**src/rtl/fpa_pkg.sv**
```systemverilog
package fpa_pkg;

  localparam int DATA_W        = 32;
  localparam int FRAC_BITS_DEF = 8;
  localparam int QUEUE_DEPTH   = 4;
  localparam int QUEUE_AW      = $clog2(QUEUE_DEPTH);

  localparam logic [3:0] OP_ADD      = 4'd0;
  localparam logic [3:0] OP_SUB      = 4'd1;
  localparam logic [3:0] OP_MUL      = 4'd2;
  localparam logic [3:0] OP_DIV      = 4'd3;
  localparam logic [3:0] OP_GT       = 4'd4;
  localparam logic [3:0] OP_LT       = 4'd5;
  localparam logic [3:0] OP_GE       = 4'd6;
  localparam logic [3:0] OP_LE       = 4'd7;
  localparam logic [3:0] OP_EQ       = 4'd8;
  localparam logic [3:0] OP_NE       = 4'd9;
  localparam logic [3:0] OP_MIN      = 4'd10;
  localparam logic [3:0] OP_MAX      = 4'd11;
  localparam logic [3:0] OP_INC      = 4'd12;
  localparam logic [3:0] OP_DEC      = 4'd13;
  localparam logic [3:0] OP_TO_INT   = 4'd14;
  localparam logic [3:0] OP_FROM_INT = 4'd15;

  // classified item handed from the front to the back
  typedef struct packed {
    logic [DATA_W-1:0] a;
    logic [DATA_W-1:0] b;
    logic [DATA_W-1:0] res;
    logic              cmp;
    logic              is_mul;
    logic              is_div;
    logic              dz;
  } fpa_item_t;

endpackage

```
**src/rtl/fpa_queue.sv**
```systemverilog
module fpa_queue (
  input  logic               clk,
  input  logic               rst_n,
  input  logic               push,
  input  fpa_pkg::fpa_item_t push_item,
  output logic               full,
  input  logic               pop,
  output logic               not_empty,
  output fpa_pkg::fpa_item_t pop_item
);
  import fpa_pkg::*;

  fpa_item_t            mem_r [QUEUE_DEPTH];
  fpa_item_t            head_r;
  logic [QUEUE_AW-1:0]  wr_ptr_r;
  logic [QUEUE_AW-1:0]  rd_ptr_r;
  logic [QUEUE_AW-1:0]  rd_ptr_nxt;
  logic [QUEUE_AW:0]    count_r;
  logic [QUEUE_AW:0]    count_nxt;

  assign full      = count_r == (QUEUE_AW+1)'(QUEUE_DEPTH);
  assign not_empty = count_r != '0;
  assign pop_item  = head_r;

  always_comb begin
    count_nxt  = count_r;
    rd_ptr_nxt = rd_ptr_r;
    if (push && !pop) begin
      count_nxt = count_r + (QUEUE_AW+1)'(1);
    end else if (pop && !push) begin
      count_nxt = count_r - (QUEUE_AW+1)'(1);
    end
    if (pop) begin
      rd_ptr_nxt = rd_ptr_r + QUEUE_AW'(1);
    end
  end

  always_ff @(posedge clk) begin
    if (!rst_n) begin
      wr_ptr_r <= '0;
      rd_ptr_r <= '0;
      count_r  <= '0;
    end else begin
      count_r  <= count_nxt;
      rd_ptr_r <= rd_ptr_nxt;
      if (push) begin
        wr_ptr_r <= wr_ptr_r + QUEUE_AW'(1);
      end
    end
  end

  always_ff @(posedge clk) begin
    if (push) begin
      mem_r[wr_ptr_r] <= push_item;
    end
  end

  // head is registered from rd_ptr_nxt; a push into the head slot bypasses the array
  always_ff @(posedge clk) begin
    if (push && (wr_ptr_r == rd_ptr_nxt)) begin
      head_r <= push_item;
    end else begin
      head_r <= mem_r[rd_ptr_nxt];
    end
  end

endmodule

```
**config.mk**
```make
export PLATFORM = sky130hd
export DESIGN_NAME = fpa_queue
export DESIGN_NICKNAME = d
export VERILOG_FILES = /design/src/rtl/fpa_pkg.sv /design/src/rtl/fpa_queue.sv
export SDC_FILE = /design/constraint.sdc
export NUM_CORES = 1
export LEC_CHECK = 0
export ABC_CLOCK_PERIOD_IN_PS = 5500
export CORE_UTILIZATION = 43
export DETAILED_ROUTE_END_ITERATION = 12
export DONT_BUFFER_PORTS = 1
export GPL_TIMING_DRIVEN = 0
export PLACE_DENSITY_LB_ADDON = 0.05
export SYNTH_ARGS = -nofsm -noshare
export SYNTH_HDL_FRONTEND = slang
export SYNTH_SLANG_ARGS = --single-unit
```
**constraint.sdc**
```tcl
create_clock -name clk -period 5.5 [get_ports clk]
set_input_delay 0.825 -clock clk [delete_from_list [all_inputs] [get_ports clk]]
set_output_delay 0.825 -clock clk [all_outputs]
set_load 0.01 [all_outputs]
```
After elaboration in Yosys (flattened, before gate mapping)
Memory sizes are Yosys's and may differ from the RTL's. A register that Yosys moved wholly into a read port is not among the register bits.
Cells that the tools add are included.
Cells by class
  $add $sub $neg: 4
  mux-type cells: 5
  equal/unequal tests: 1
  reductions and logical operators: 6
Operators by type and width (count)
  3-bit 2-to-1 mux: 2
  2-bit by 1-bit adder with 2-bit output (second input constant): 2
  3-bit by 1-bit adder with 3-bit output (second input constant): 1
  3-bit equality test (second input constant): 1
  3-bit nonzero test: 1
  3-bit by 1-bit subtractor with 3-bit output (second input constant): 1
  1-bit logical AND: 2
  1-bit logical NOT: 2
  1-bit 2-to-1 mux: 2
  2-bit 2-to-1 mux: 1
  2-bit nonzero test: 1
Storage, ports and cells
  output and inout bits: 102
  memories: 1
  logic and storage cells: 20
  register bits: 7
  memory bits (writable): 400
  bits of input ports: 104
Memory list
  mem_r: depth 4, bits a word 100, rd ports 1, clocked after Yosys merged registers in 1, write ports 1, RTL line fpa_queue.sv:13  | fpa_item_t mem_r [QUEUE_DEPTH];

Logic depth before layout (Yosys ltp)
  word-level depth: 4
  mapped depth: 7
  depth with buffers taken out: 7

Least setup slack after synthesis
No wires, ideal clock.
  path kind: input-to-reg
  start point: input port push
  end point: memory mem_r[0][0] (netlist bit) (enable)
  arrival time: 3.134 ns
  path buffers: 0
  stages on the path: 1
  required time: 5.030 ns
  library setup time: 0.470 ns
  setup slack: 1.896 ns
  cell sequence: and2_1
Between the ends
  longest elaborated chain between the ends: 2
Ends and longest elaborated chain
  start, declared: RTL line fpa_queue.sv:4  | input logic push,
  1-bit 2-to-1 mux: RTL line fpa_queue.sv:53  | if (push) begin
  1-bit 2-to-1 mux (not written as such): RTL line fpa_queue.sv:54  | mem_r[wr_ptr_r] <= push_item;
  end, declared: RTL line fpa_queue.sv:13
No other way between the ends.

==> impl_metrics.csv <==
group,metric,value,unit
status,status,"finished, final reports clean",
timing,drv_slew,0,
clocking,root_buffer,"clkbuf_16",
yosys,ys_types,20,
clocking,postCtsHoldBufs,0,
pwr,p_per_area,406,nW/um^2
yosys,synth_seq_cells,409,
cells_and_area,final_cell_mix,"edfxtp_1, mux4_2, clkbuf_16, clkbuf_1",
run,maxCapViolCount,0,
worst_setup_path,rrSetupSlack,3.51,ns
worst_setup_path,path_class,"reg -> out",
clocking,htree_levels,2,
pwr,power.leakage,5.30,nW
hold_path,hp-class,"in -> reg",
hold_path,min_to,"mem_r[2][83]",
clocking,clkLatencyLatePin,0.54,ns
cells_and_area,finish.net_count,723,
timing,tns,0,ns
timing,period_minus_slack,3.02,ns
hold_path,holdPathStages,0,
grt,grt_max_degree,54,
cells_and_area,mostFrequentLayoutCell,"edfxtp_1",
cells_and_area,syn2layout_area_growth,12.9,%
yosys,syn-num-nets,674,
worst_setup_path,r2r_start,"wr_ptr_r[0]",
routing,drt_iter0_drc,368,
yosys,netlist_instances,564,
worst_setup_path,arrival,2.20,ns
placement,postPlaceCellArea,15700,um^2
routing,wirelength,26500,um
floorplan,io_pins,206,
routing,via_count,5796,
timing,setup_viol,0,
hold_path,hold_start,"push_item[83]",
floorplan,die_w,189,um
floorplan,coreArea,33900,um^2
clocking,numCtsBuffers,43,
yosys,synth_area_per_cell,26.5,um^2
floorplan,dieArea,35600,um^2
grt,grt_pass1_wl,39400,um
grt,antenna_found_initial,0,
clocking,cts-resized-gates,0,
cells_and_area,antenna_cells,0,
timing,finalCritPeriodShare,0.549,
timing,final-hold-violation-count,0,
routing,drc,0,
placement,io_buffers,0,
routing,wire_per_inst,24.3,um
yosys,yosysWarnings,0,
placement,hpwl,16100,um
worst_setup_path,critPathRequiredTime,4.68,ns
worst_setup_path,crit_path_start_kind,"register",
floorplan,start_util,0.442,
clocking,cts_tree,"built",
pwr,peakVddDrop,0.000282,V
timing,worst_pin_slew,0.815,ns
floorplan,die_h,189,um
cells_and_area,fin_util,0.499,
placement,gp_congestion,0.680,
clocking,clockBufferDepth,3,
timing,skew,0.0265,ns
worst_setup_path,cp_max_fo,10,
cells_and_area,drive_gt1_frac,0.289,
floorplan,num_rows,67,
routing,first_pass_iters,4,
yosys,yosysSeqAreaShare,0.814,
worst_setup_path,critPathCaptureType,"output port",
yosys,syn_area,15000,um^2
timing,max_freq,331,MHz
worst_setup_path,worstReg2RegEnd,"mem_r[0][0]",
clocking,path_clk_slew,0.06,ns
grt,groute.usage.overall,0.152,
timing,rsz0062_at_grt,"no",
routing,final_antenna_net_count,0,
grt,grt_pass1_vias,6416,
clocking,postCtsSetupBuffers,0,
routing,via_per_inst,5.31,
timing,max_slew_margin,0.457,
clocking,cts_num_sinks,409,
cells_and_area,design_area,16900,um^2
grt,grt.overflow.total,0,
worst_setup_path,r2r_cells,4,
worst max-delay path by stage:
| stage | from | to | slack, ns | cells past startpoint |
|---|---|---|---|---|
| after floorplan | push | mem_r[0][0] | 1.90 | 1 |
| after global placement | push | mem_r[0][91] | 0.002 | 1 |
| after detailed placement | register | pop_item[40] | 2.86 | 3 |
| after CTS | register | pop_item[40] | 2.29 | 3 |
| after global routing | register | pop_item[40] | 2.24 | 3 |
| final | register | pop_item[42] | 2.48 | 3 |
registers in the layout, indices dropped and copies added (netlist names), named ones only:
signal    cells
wr_ptr_r      2
count_r       3
rd_ptr_r      2
mem_r       400
synth_stat cells:
cell        n  share of area
buf_6       1        0.00075
xnor2_1     2         0.0012
buf_2      10         0.0033
nand2_1     1        0.00025
mux2i_1     2         0.0013
ha_1        5         0.0042
nor2b_1     2        0.00084
o21ai_0     1        0.00033
fa_1        1         0.0013
nor3b_1     1        0.00050
and2_1      8         0.0033
inv_1       4         0.0010
xor2_1      3         0.0018
dfxtp_1     9          0.012
edfxtp_1  400           0.80
a21boi_0    1        0.00050
buf_1       1        0.00025
buf_12     10          0.013
or3_1       2        0.00084
mux4_2    100           0.15
critical path: stages, from the launching register on:
cell,delay (ns)
dfxtp_1,0.30
buf_1,0.53
buf_2,0.42
mux4_2,0.43
per-stage QoR:
stage / setup slack [ns] / hold slack [ns] / total power, mW / cells
global placement: 0.00168 / 0.441 / 4.41 / 1012
finish: 2.48 / 0.380 / 6.87 / 1092
global route: 2.24 / 0.340 / 7.12 / 1092
CTS: 2.29 / 0.345 / 6.98 / 1092
floorplan: 1.90 / 0.425 / 4.24 / 564
detailed placement: 2.86 / 0.447 / 4.41 / 1016
cell type report:
class | count | area (um^2)
sequential | 409 | 12200
clock inverter | 17 | 97.6
multi-input combinational | 129 | 2510
buffer | 22 | 265
timing repair buffer | 4 | 110
fill | 2676 | 17000
tap | 448 | 561
clock buffer | 59 | 1160
inverter | 4 | 15.0
where the power goes:
| part | internal (mW) | switching (mW) |
|---|---|---|
| sequential | 3.58 | 0.0323 |
| clock | 1.47 | 1.08 |
| combinational | 0.310 | 0.389 |
metal layers:
| layer | wire (um) | track usage |
|---|---|---|
| met1 | 10100 | 0.178 |
| met2 | 13500 | 0.254 |
| met3 | 2460 | 0.0630 |
| met4 | 524 | 0.0481 |
| met5 | 0 | 0 |
kinds of logic after synthesis:
family	after synthesis	share of synthesized area
buffers and inverters	26	0.0187
flip-flops	409	0.814
multiplexers	102	0.152
AO/OA/AOI/OAI	2	0.000836
AND/OR/NAND/NOR	14	0.00577
adder cells (fa/ha/maj)	6	0.00552
XOR/XNOR	5	0.00293
Note: power is estimated with default switching activity, not from simulation.
