[src/rtl/fpa_pkg.sv]
package fpa_pkg;

  localparam int DATA_W        = 32;
  localparam int FRAC_BITS_DEF = 8;
  localparam int QUEUE_DEPTH   = 4;
  localparam int QUEUE_AW      = $clog2(QUEUE_DEPTH);

  localparam logic [3:0] OP_ADD      = 4'd0;
  localparam logic [3:0] OP_SUB      = 4'd1;
  localparam logic [3:0] OP_MUL      = 4'd2;
  localparam logic [3:0] OP_DIV      = 4'd3;
  localparam logic [3:0] OP_GT       = 4'd4;
  localparam logic [3:0] OP_LT       = 4'd5;
  localparam logic [3:0] OP_GE       = 4'd6;
  localparam logic [3:0] OP_LE       = 4'd7;
  localparam logic [3:0] OP_EQ       = 4'd8;
  localparam logic [3:0] OP_NE       = 4'd9;
  localparam logic [3:0] OP_MIN      = 4'd10;
  localparam logic [3:0] OP_MAX      = 4'd11;
  localparam logic [3:0] OP_INC      = 4'd12;
  localparam logic [3:0] OP_DEC      = 4'd13;
  localparam logic [3:0] OP_TO_INT   = 4'd14;
  localparam logic [3:0] OP_FROM_INT = 4'd15;

  // classified item handed from the front to the back
  typedef struct packed {
    logic [DATA_W-1:0] a;
    logic [DATA_W-1:0] b;
    logic [DATA_W-1:0] res;
    logic              cmp;
    logic              is_mul;
    logic              is_div;
    logic              dz;
  } fpa_item_t;

endpackage

[src/rtl/fpa_front.sv]
module fpa_front #(
  parameter int FRAC_BITS = fpa_pkg::FRAC_BITS_DEF
) (
  input  logic [3:0]                 operation,
  input  logic [fpa_pkg::DATA_W-1:0] operand_a,
  input  logic [fpa_pkg::DATA_W-1:0] operand_b,
  output fpa_pkg::fpa_item_t         item
);
  import fpa_pkg::*;

  logic signed [DATA_W-1:0] sa;
  logic signed [DATA_W-1:0] sb;
  logic [DATA_W-1:0]        mag_a;
  logic [DATA_W-1:0]        int_mag;
  logic                     lt;
  logic                     gt;
  logic                     eq;

  assign sa      = operand_a;
  assign sb      = operand_b;
  assign lt      = sa < sb;
  assign gt      = sa > sb;
  assign eq      = operand_a == operand_b;
  assign mag_a   = operand_a[DATA_W-1] ? (DATA_W'(0) - operand_a) : operand_a;
  assign int_mag = mag_a >> FRAC_BITS;

  always_comb begin
    item        = '0;
    item.a      = operand_a;
    item.b      = operand_b;
    case (operation)
      OP_ADD:      item.res = operand_a + operand_b;
      OP_SUB:      item.res = operand_a - operand_b;
      OP_MUL:      item.is_mul = 1'b1;
      OP_DIV: begin
        // zero divisor is settled here and skips the divider
        if (operand_b == '0) begin
          item.dz = 1'b1;
        end else begin
          item.is_div = 1'b1;
        end
      end
      OP_GT:       item.cmp = gt;
      OP_LT:       item.cmp = lt;
      OP_GE:       item.cmp = !lt;
      OP_LE:       item.cmp = !gt;
      OP_EQ:       item.cmp = eq;
      OP_NE:       item.cmp = !eq;
      OP_MIN:      item.res = lt ? operand_a : operand_b;
      OP_MAX:      item.res = gt ? operand_a : operand_b;
      OP_INC:      item.res = operand_a + DATA_W'(1);
      OP_DEC:      item.res = operand_a - DATA_W'(1);
      OP_TO_INT:   item.res = operand_a[DATA_W-1] ? (DATA_W'(0) - int_mag) : int_mag;
      OP_FROM_INT: item.res = operand_a << FRAC_BITS;
      default:     item.res = '0;
    endcase
  end

endmodule

[config.mk]
export PLATFORM = sky130hd
export DESIGN_NAME = fpa_front
export DESIGN_NICKNAME = d
export VERILOG_FILES = /design/src/rtl/fpa_pkg.sv /design/src/rtl/fpa_front.sv
export SDC_FILE = /design/constraint.sdc
export NUM_CORES = 1
export LEC_CHECK = 0
export ABC_AREA = 1
export BUFFER_PORTS_ARGS = -buffer_cell sky130_fd_sc_hd__buf_2
export CAP_MARGIN = 10
export CORE_MARGIN = 5
export CORE_UTILIZATION = 55
export DETAILED_ROUTE_END_ITERATION = 8
export GPL_ROUTABILITY_DRIVEN = 0
export PLACE_DENSITY_LB_ADDON = 0.3
export SLEW_MARGIN = 15
export SYNTH_ARGS = -nofsm -noshare
export SYNTH_HDL_FRONTEND = slang
export SYNTH_SLANG_ARGS = --single-unit
export TNS_END_PERCENT = 5
[constraint.sdc]
create_clock -name vclk -period 6.02
set_clock_uncertainty 0.2 [all_clocks]
set_input_delay 1.204 -clock vclk [all_inputs]
set_output_delay 1.204 -clock vclk [all_outputs]
set_load 0.01 [all_outputs]
---- Yosys cells after proc, flatten, opt, wreduce, memory -nomap -nowiden ----
Cells that the tools add are included.
storage, ports and cells
  latch bits .............................. 0
  input port bits ......................... 68
  output and inout port bits .............. 100
  logic and storage cells ................. 39
  memories ................................ 0
  bits in read-only memories .............. 0
  register bits after elaboration ......... 0
  RAM bits ................................ 0
cells by class
  reduce and logical (&&, ||, !) cells .... 5
  add/sub/neg operators ................... 6
  order comparisons ....................... 2
  bitwise logic cells ..................... 0
  shift operators ......................... 0
  $mul .................................... 0
  mux-type cells .......................... 10
  div/mod/pow operators ................... 0
  equality and inequality tests ........... 16
operators by type and width
  cell                     count
  $pmux W32 S8             1
  $mux W32                 4
  $add A32 B1 Y32 const B  1
  $add A32 B32 Y32         1
  $eq A32 B32 Y1           1
  $eq A4 B4 Y1 const B     8
  $gt A32 B32 Y1           1
  $logic_not A32 Y1        1
  $lt A32 B32 Y1           1
  $sub A1 B32 Y32 const A  1
  $sub A32 B1 Y32 const B  1
  $sub A32 B32 Y32         1
  $sub A1 B24 Y25 const A  1
  $eq A4 B3 Y1 const B     4
  $eq A4 B2 Y1 const B     2
  $pmux W1 S6              1
  $eq A4 B1 Y1 const B     1
  $logic_not A4 Y1         1
  $logic_not A1 Y1         3
  $mux W1                  3
  $mux W2                  1

---- Depth between registers and ports, before layout ----
Gate-level depths: netlist of run 1.
  depth in word-level cells ............... 5
  depth in mapped cells ................... 24
  depth with buffers taken out ............ 24

---- Least setup slack after synthesis of run 1 ----
OpenSTA, ideal clock, no wires.
  kind .................................... in2out
  start point ............................. in operand_b[1] (netlist bit)
  end point ............................... out item[29] (netlist bit)
  setup slack ............................. 0.656 ns
  data required time ...................... 4.616 ns
  arrival time ............................ 3.960 ns
  cell stages on the path ................. 21
  path buffers ............................ 0
  path through ............................ inv_1 ha_1 inv_1 nor2_2 nand4_2 nor2_2 nand4_1 or2_4 nor2_4 nand2_1 nand3_1 nand2_1 ha_1 a21o_1 nor2_1 o21ai_0 inv_1 nand3_1 or2_2 nand3_1 nand4_1
RTL lines
  item             line            RTL
  start, declared  fpa_front.sv:6  input logic [fpa_pkg::DATA_W-1:0] operand_b,
  end, declared    fpa_front.sv:7  output fpa_pkg::fpa_item_t item

==> results of run 1 <==
[critical path: stages]
cell and delay [ns]:
buf_2 0.15, inv_1 0.22, nand4_1 0.19, nor2_1 0.24
nand3_1 0.17, inv_1 0.14, nand2_1 0.08, xor2_1 0.15
o21ai_0 0.29, ha_1 0.35, a21oi_1 0.21, o21ai_0 0.10
a21oi_1 0.16, o21ai_0 0.12, a21oi_1 0.13, nand2_1 0.08
xor2_1 0.16, nand2_1 0.11, nand4_1 0.11, buf_2 0.14
[cell type report]
cell class	instances	area, um^2	share of cell area
Multi-Input combinational cell	1496	7700	0.785
Timing Repair Buffer	200	1080	0.110
Inverter	199	754	0.0770
Tap cell	216	270	0.0276
[per-stage QoR]
stage,cells,hold WS [ns]
after floorplan,1794,2.30
final,2111,2.46
after CTS,2110,2.45
after global routing,2111,2.47
after detailed placement,2110,2.45
after global placement,2110,2.44
[cell usage in the layout, fill, tap and decap left out, types with 15 or more instances in the layout]
| cell | n |
|---|---|
| nand4_1 | 35 |
| nand2_1 | 526 |
| nand3b_1 | 17 |
| nor2_2 | 15 |
| buf_2 | 168 |
| o21ai_0 | 91 |
| nor3_1 | 28 |
| a21oi_1 | 110 |
| ha_1 | 62 |
| buf_4 | 32 |
| nand3_1 | 217 |
| inv_1 | 186 |
| nor2_1 | 226 |
[cells by family (layout without fill, tap and decap cells)]
logic type	after synthesis	after routing	share of synthesized area
AO/OA/AOI/OAI	282	282	0.175
XOR/XNOR	17	17	0.0166
AND/OR/NAND/NOR	1130	1130	0.558
adder cells (fa/ha/maj)	67	67	0.0949
buffers and inverters	298	399	0.156
[layer usage]
metal | up-vias | GRT usage
met5 | - | 0
met4 | 0 | 0.182
met3 | 258 | 0.0931
met2 | 1049 | 0.609
met1 | 5657 | 0.498
li1 | 6090 | -
[repair_timing]
| item | 4_1_cts | 5_1_grt |
|---|---|---|
| setup endpoints to repair | 0 | 20 |
| resized for setup | 0 | 33 |
| setup buffers | 0 | 1 |
[final timing paths]
kind	end	from	cells past startpoint	slack, ns
setup / recovery	item[34]	operand_b[9]	20	0.10
hold / removal	item[65]	operand_b[29]	2	2.46
[power groups by stage]
stage | registers [mW] | clock network, mW | logic (mW)
floorplan | 0 | 0 | 0.636
global placement | 0 | 0 | 0.882
detailed placement | 0 | 0 | 0.898
CTS | 0 | 0 | 0.901
global route | 0 | 0 | 1.03
finish | 0 | 0 | 0.956
==> impl_metrics.env, run 1 <==
export IMPL_status="finished with violations"
export IMPL_violations="design-rule violations"
export IMPL_wl_um=38800
export IMPL_tightestPinTransition_ns=0.630
export IMPL_yosysWarningCount=0
export IMPL_setup_violations_final=0
export IMPL_drc=2
export IMPL_period_needed_ns=5.92
export IMPL_crit_type="primary input to primary output"
export IMPL_fillers=1692
export IMPL_wl_met2_um=16200
export IMPL_start_util=0.564
export IMPL_antenna_found_initial=1
export IMPL_grt_pass1_vias=11500
export IMPL_path_max_fanout=6
export IMPL_nets=2032
export IMPL_row_count=46
export IMPL_stdcell_area_um2=9800
export IMPL_highest_layer="met4"
export IMPL_vias_per_cell=6.18
export IMPL_die_area_um2=19000
export IMPL_finalPower_mw=0.956
export IMPL_met1Wirelength_um=13900
export IMPL_hold_violations=0
export IMPL_wl_met3_um=6180
export IMPL_critPathRequiredTime_ns=4.62
export IMPL_sw_frac_of_total=0.678
export IMPL_setup_slack_ns=0.103
export IMPL_ir_worst_vdd_uv=47.9
export IMPL_synth_net_count=1929
export IMPL_intPower_mw=0.308
export IMPL_p_leak_nw=5.18
export IMPL_syn_to_final_growth_pct=9.08
export IMPL_synthTopCellsByCount="nand2_1, nor2_1, nand3_1"
export IMPL_setup_tns_ns=0
export IMPL_yosysUniqueCellTypes=52
export IMPL_place_hpwl_um=31500
export IMPL_regArea_um2=0
export IMPL_synthTopCellsByArea="nand2_1, nand3_1, nor2_1"
export IMPL_p_seq_frac=0
export IMPL_grt_overflow=0
export IMPL_p_clk_frac=0
export IMPL_wl_per_cell_um=18.4
export IMPL_p_switching_mw=0.648
export IMPL_dpl_cell_area_um2=9680
export IMPL_grt_pass1_wl_um=58000
export IMPL_port_buffers=168
export IMPL_vias=13100
export IMPL_hold_class="primary input to primary output"
export IMPL_final_util=0.615
export IMPL_seq_cells=0
export IMPL_track_usage=0.388
export IMPL_drtAntennaViolNets=0
export IMPL_io_pins=168
export IMPL_startpoint_type="primary input"
export IMPL_yosysMostFrequentCell="nand2_1"
export IMPL_synth_top_area_frac=0.220
export IMPL_rsz0062_at_grt="true"
export IMPL_slew_viol_final=0
export IMPL_combPwrFrac=1.000
export IMPL_powerDensity_nw_per_um2=97.5
export IMPL_netlist_area_um2=8990
export IMPL_ys_seq_area_frac=0
export IMPL_drt_pass1_iterations=9
export IMPL_cts_hold_fix_buffers=0
export IMPL_syn_avg_cell_area_um2=5.01
export IMPL_die_y_um=138
export IMPL_maxCapViolations=0
export IMPL_drive_gt1_frac=0.152
export IMPL_fin_crit_sh=0.983
export IMPL_worst_setup_path_end_kind="primary output"
export IMPL_fmax_ghz=0.169
export IMPL_dp_slack_ns=0.0230
export IMPL_worstPathArrival_ns=4.51
export IMPL_core_um2=15900
export IMPL_die_w_um=138
export IMPL_synth_area_leader_cell="nand2_1"
export IMPL_grt_max_degree=43
export IMPL_drtIter0Drc=1882
export IMPL_netlist_instances=1794
export IMPL_diodes=0
export IMPL_clkbuf_count=0
export IMPL_max_slew_margin_rel=0.580
(Power assumes the default switching activity.)
==> run 2, diff against run 1 <==
--- a/config.mk
+++ b/config.mk
@@ -6,5 +6,5 @@
 export NUM_CORES = 1
 export LEC_CHECK = 0
-export ABC_AREA = 1
+export ABC_AREA = 0
 export BUFFER_PORTS_ARGS = -buffer_cell sky130_fd_sc_hd__buf_2
 export CAP_MARGIN = 10
==> constraint.sdc (replaced) <==
create_clock -name vclk -period 6.02
set_clock_uncertainty 0.2 [all_clocks]
set_input_delay 0 -clock vclk [all_inputs]
set_output_delay 0 -clock vclk [all_outputs]
set_load 0.01 [all_outputs]
==> impl_metrics.env, run 2 <==
export IMPL_port_buffers=168
export IMPL_clkbuf_count=0
export IMPL_max_slew_margin_rel=0.271
export IMPL_yosysWarningCount=0
export IMPL_powerDensity_nw_per_um2=107
export IMPL_final_common_cell="buf_2"
export IMPL_crit_slowest_cell="nor3_1"
export IMPL_synth_top_area_frac=0.119
export IMPL_yosysMostFrequentCell="a21oi_1"
export IMPL_startpoint_type="primary input"
export IMPL_dp_slack_ns=1.37
export IMPL_drtIter0Drc=1203
export IMPL_p_leak_nw=3.21
export IMPL_path_max_fanout=7
export IMPL_antenna_found_initial=1
export IMPL_setup_tns_ns=0
export IMPL_status="finished clean"
export IMPL_critPathBufInv=3
export IMPL_die_area_um2=14800
export IMPL_cts_hold_fix_buffers=0
export IMPL_setup_slack_ns=1.17
export IMPL_hold_violations=0
export IMPL_fmax_ghz=0.206
export IMPL_core_um2=12100
export IMPL_setup_violations_final=0
export IMPL_die_w_um=122
export IMPL_worst_setup_path_end_kind="primary output"
export IMPL_vias=8435
export IMPL_crit_type="primary input to primary output"
export IMPL_mostFrequentLayoutCells="buf_2, a21oi_1, nand2_1"
export IMPL_post_cts_buffers=0
export IMPL_row_count=40
export IMPL_rsz0062_at_grt="false"
export IMPL_crit_chain="buf_2 -> inv_1 -> ha_1 -> nand4_1 -> nor3_1 -> nand3_1 -> nor2_1 -> xnor2_1 -> a21oi_1 -> ha_1 -> a21oi_1 -> nor2_1 -> nor2_1 -> nor2b_1 -> a2111oi_0 -> o21ai_0 -> a311oi_1 -> xnor2_1 -> a221o_1 -> buf_2"
export IMPL_fin_crit_sh=0.806
export IMPL_worst_path_most_repeated_cell="nor2_1"
export IMPL_io_pins=168
export IMPL_grt_pass1_wl_um=39200
export IMPL_drtAntennaViolNets=0
export IMPL_vias_per_cell=6.74
export IMPL_yosysUniqueCellTypes=73
export IMPL_die_y_um=122
export IMPL_worstPathArrival_ns=4.65
export IMPL_synthTopCellsByCount="a21oi_1, nand2_1, xnor2_1"
export IMPL_wl_um=25700
export IMPL_critPathRequiredTime_ns=5.82
export IMPL_dpl_cell_area_um2=7300
export IMPL_hold_class="primary input to primary output"
export IMPL_grt_max_degree=34
export IMPL_tightestPinTransition_ns=1.09
export IMPL_syn_to_final_growth_pct=6.46
export IMPL_grt_pass1_vias=7441
export IMPL_drive_gt1_frac=0.177
export IMPL_stdcell_area_um2=7300
export IMPL_ir_worst_vdd_uv=61.2
export IMPL_syn_avg_cell_area_um2=6.69
export IMPL_synth_net_count=1159
export IMPL_period_needed_ns=4.85
export IMPL_wl_per_cell_um=20.5
export IMPL_drc=0
export IMPL_synthTopCellsByArea="ha_1, xnor2_1, buf_4"
export IMPL_drt_pass1_iterations=7
export IMPL_critPathMaxStageDelay_ns=0.47
export IMPL_ys_seq_area_frac=0
export IMPL_place_hpwl_um=19800
export IMPL_regArea_um2=0
export IMPL_cts_resized=0
export IMPL_track_usage=0.323
export IMPL_netlist_instances=1024
export IMPL_start_util=0.566
export IMPL_netlist_area_um2=6850
export IMPL_seq_cells=0
export IMPL_slew_viol_final=0
export IMPL_crit_family="compound AO/OA/AOI/OAI gates"
export IMPL_grt_overflow=0
export IMPL_synth_area_leader_cell="ha_1"
export IMPL_diodes=0
export IMPL_maxCapViolations=0
export IMPL_nets=1220
[run 2: cell types whose count changed after synthesis, moves of 24 or more]
cell	previous run	this run
inv_1	189	53
nand2_1	527	84
nand3_1	220	34
xnor2_1	5	68
xor2_1	12	36
nor2_1	232	50
o21ai_0	96	44
[run 2: worst paths after layout]
kind          start        to  cells after the start
min   operand_b[27]  item[63]                      2
max    operand_b[1]  item[33]                     20
[run 2: kinds of logic after synthesis]
| family | synth area share |
|---|---|
| AO/OA/AOI/OAI | 0.363 |
| XOR/XNOR | 0.133 |
| multiplexers | 0.0148 |
| adder cells (fa/ha/maj) | 0.124 |
| AND/OR/NAND/NOR | 0.237 |
| buffers and inverters | 0.129 |
[run 2: stage by stage]
stage / total power, mW / util / cells / hold slack, ns
after floorplan: 0.552 / - / 1024 / -0.150
after global placement: 0.754 / 0.602 / 1251 / 0.0261
after detailed placement: 0.760 / 0.602 / 1251 / 0.0270
final: 0.784 / 0.602 / 1251 / 0.0293
after CTS: 0.764 / 0.602 / 1251 / 0.0280
after global routing: 0.846 / 0.602 / 1251 / 0.0359
[run 2: power breakdown]
group / leakage (nW) / internal (mW) / total [mW] / switching, mW
Clock: 0 / 0 / 0 / 0
Sequential: 0 / 0 / 0 / 0
Combinational: 3.21 / 0.310 / 0.784 / 0.473
Total: 3.21 / 0.310 / 0.784 / 0.473
[run 2: final cells by class]
class | count | area (um^2)
repair buffers | 176 | 901
inverters | 53 | 199
fillers | 1269 | 4810
multi-input cells | 854 | 5990
well taps | 168 | 210
[run 2: layer usage]
metal	track usage	part of all wire
met3	0.0641	0.14
met5	0	0
met1	0.453	0.41
met4	0.0728	0.025
met2	0.509	0.43
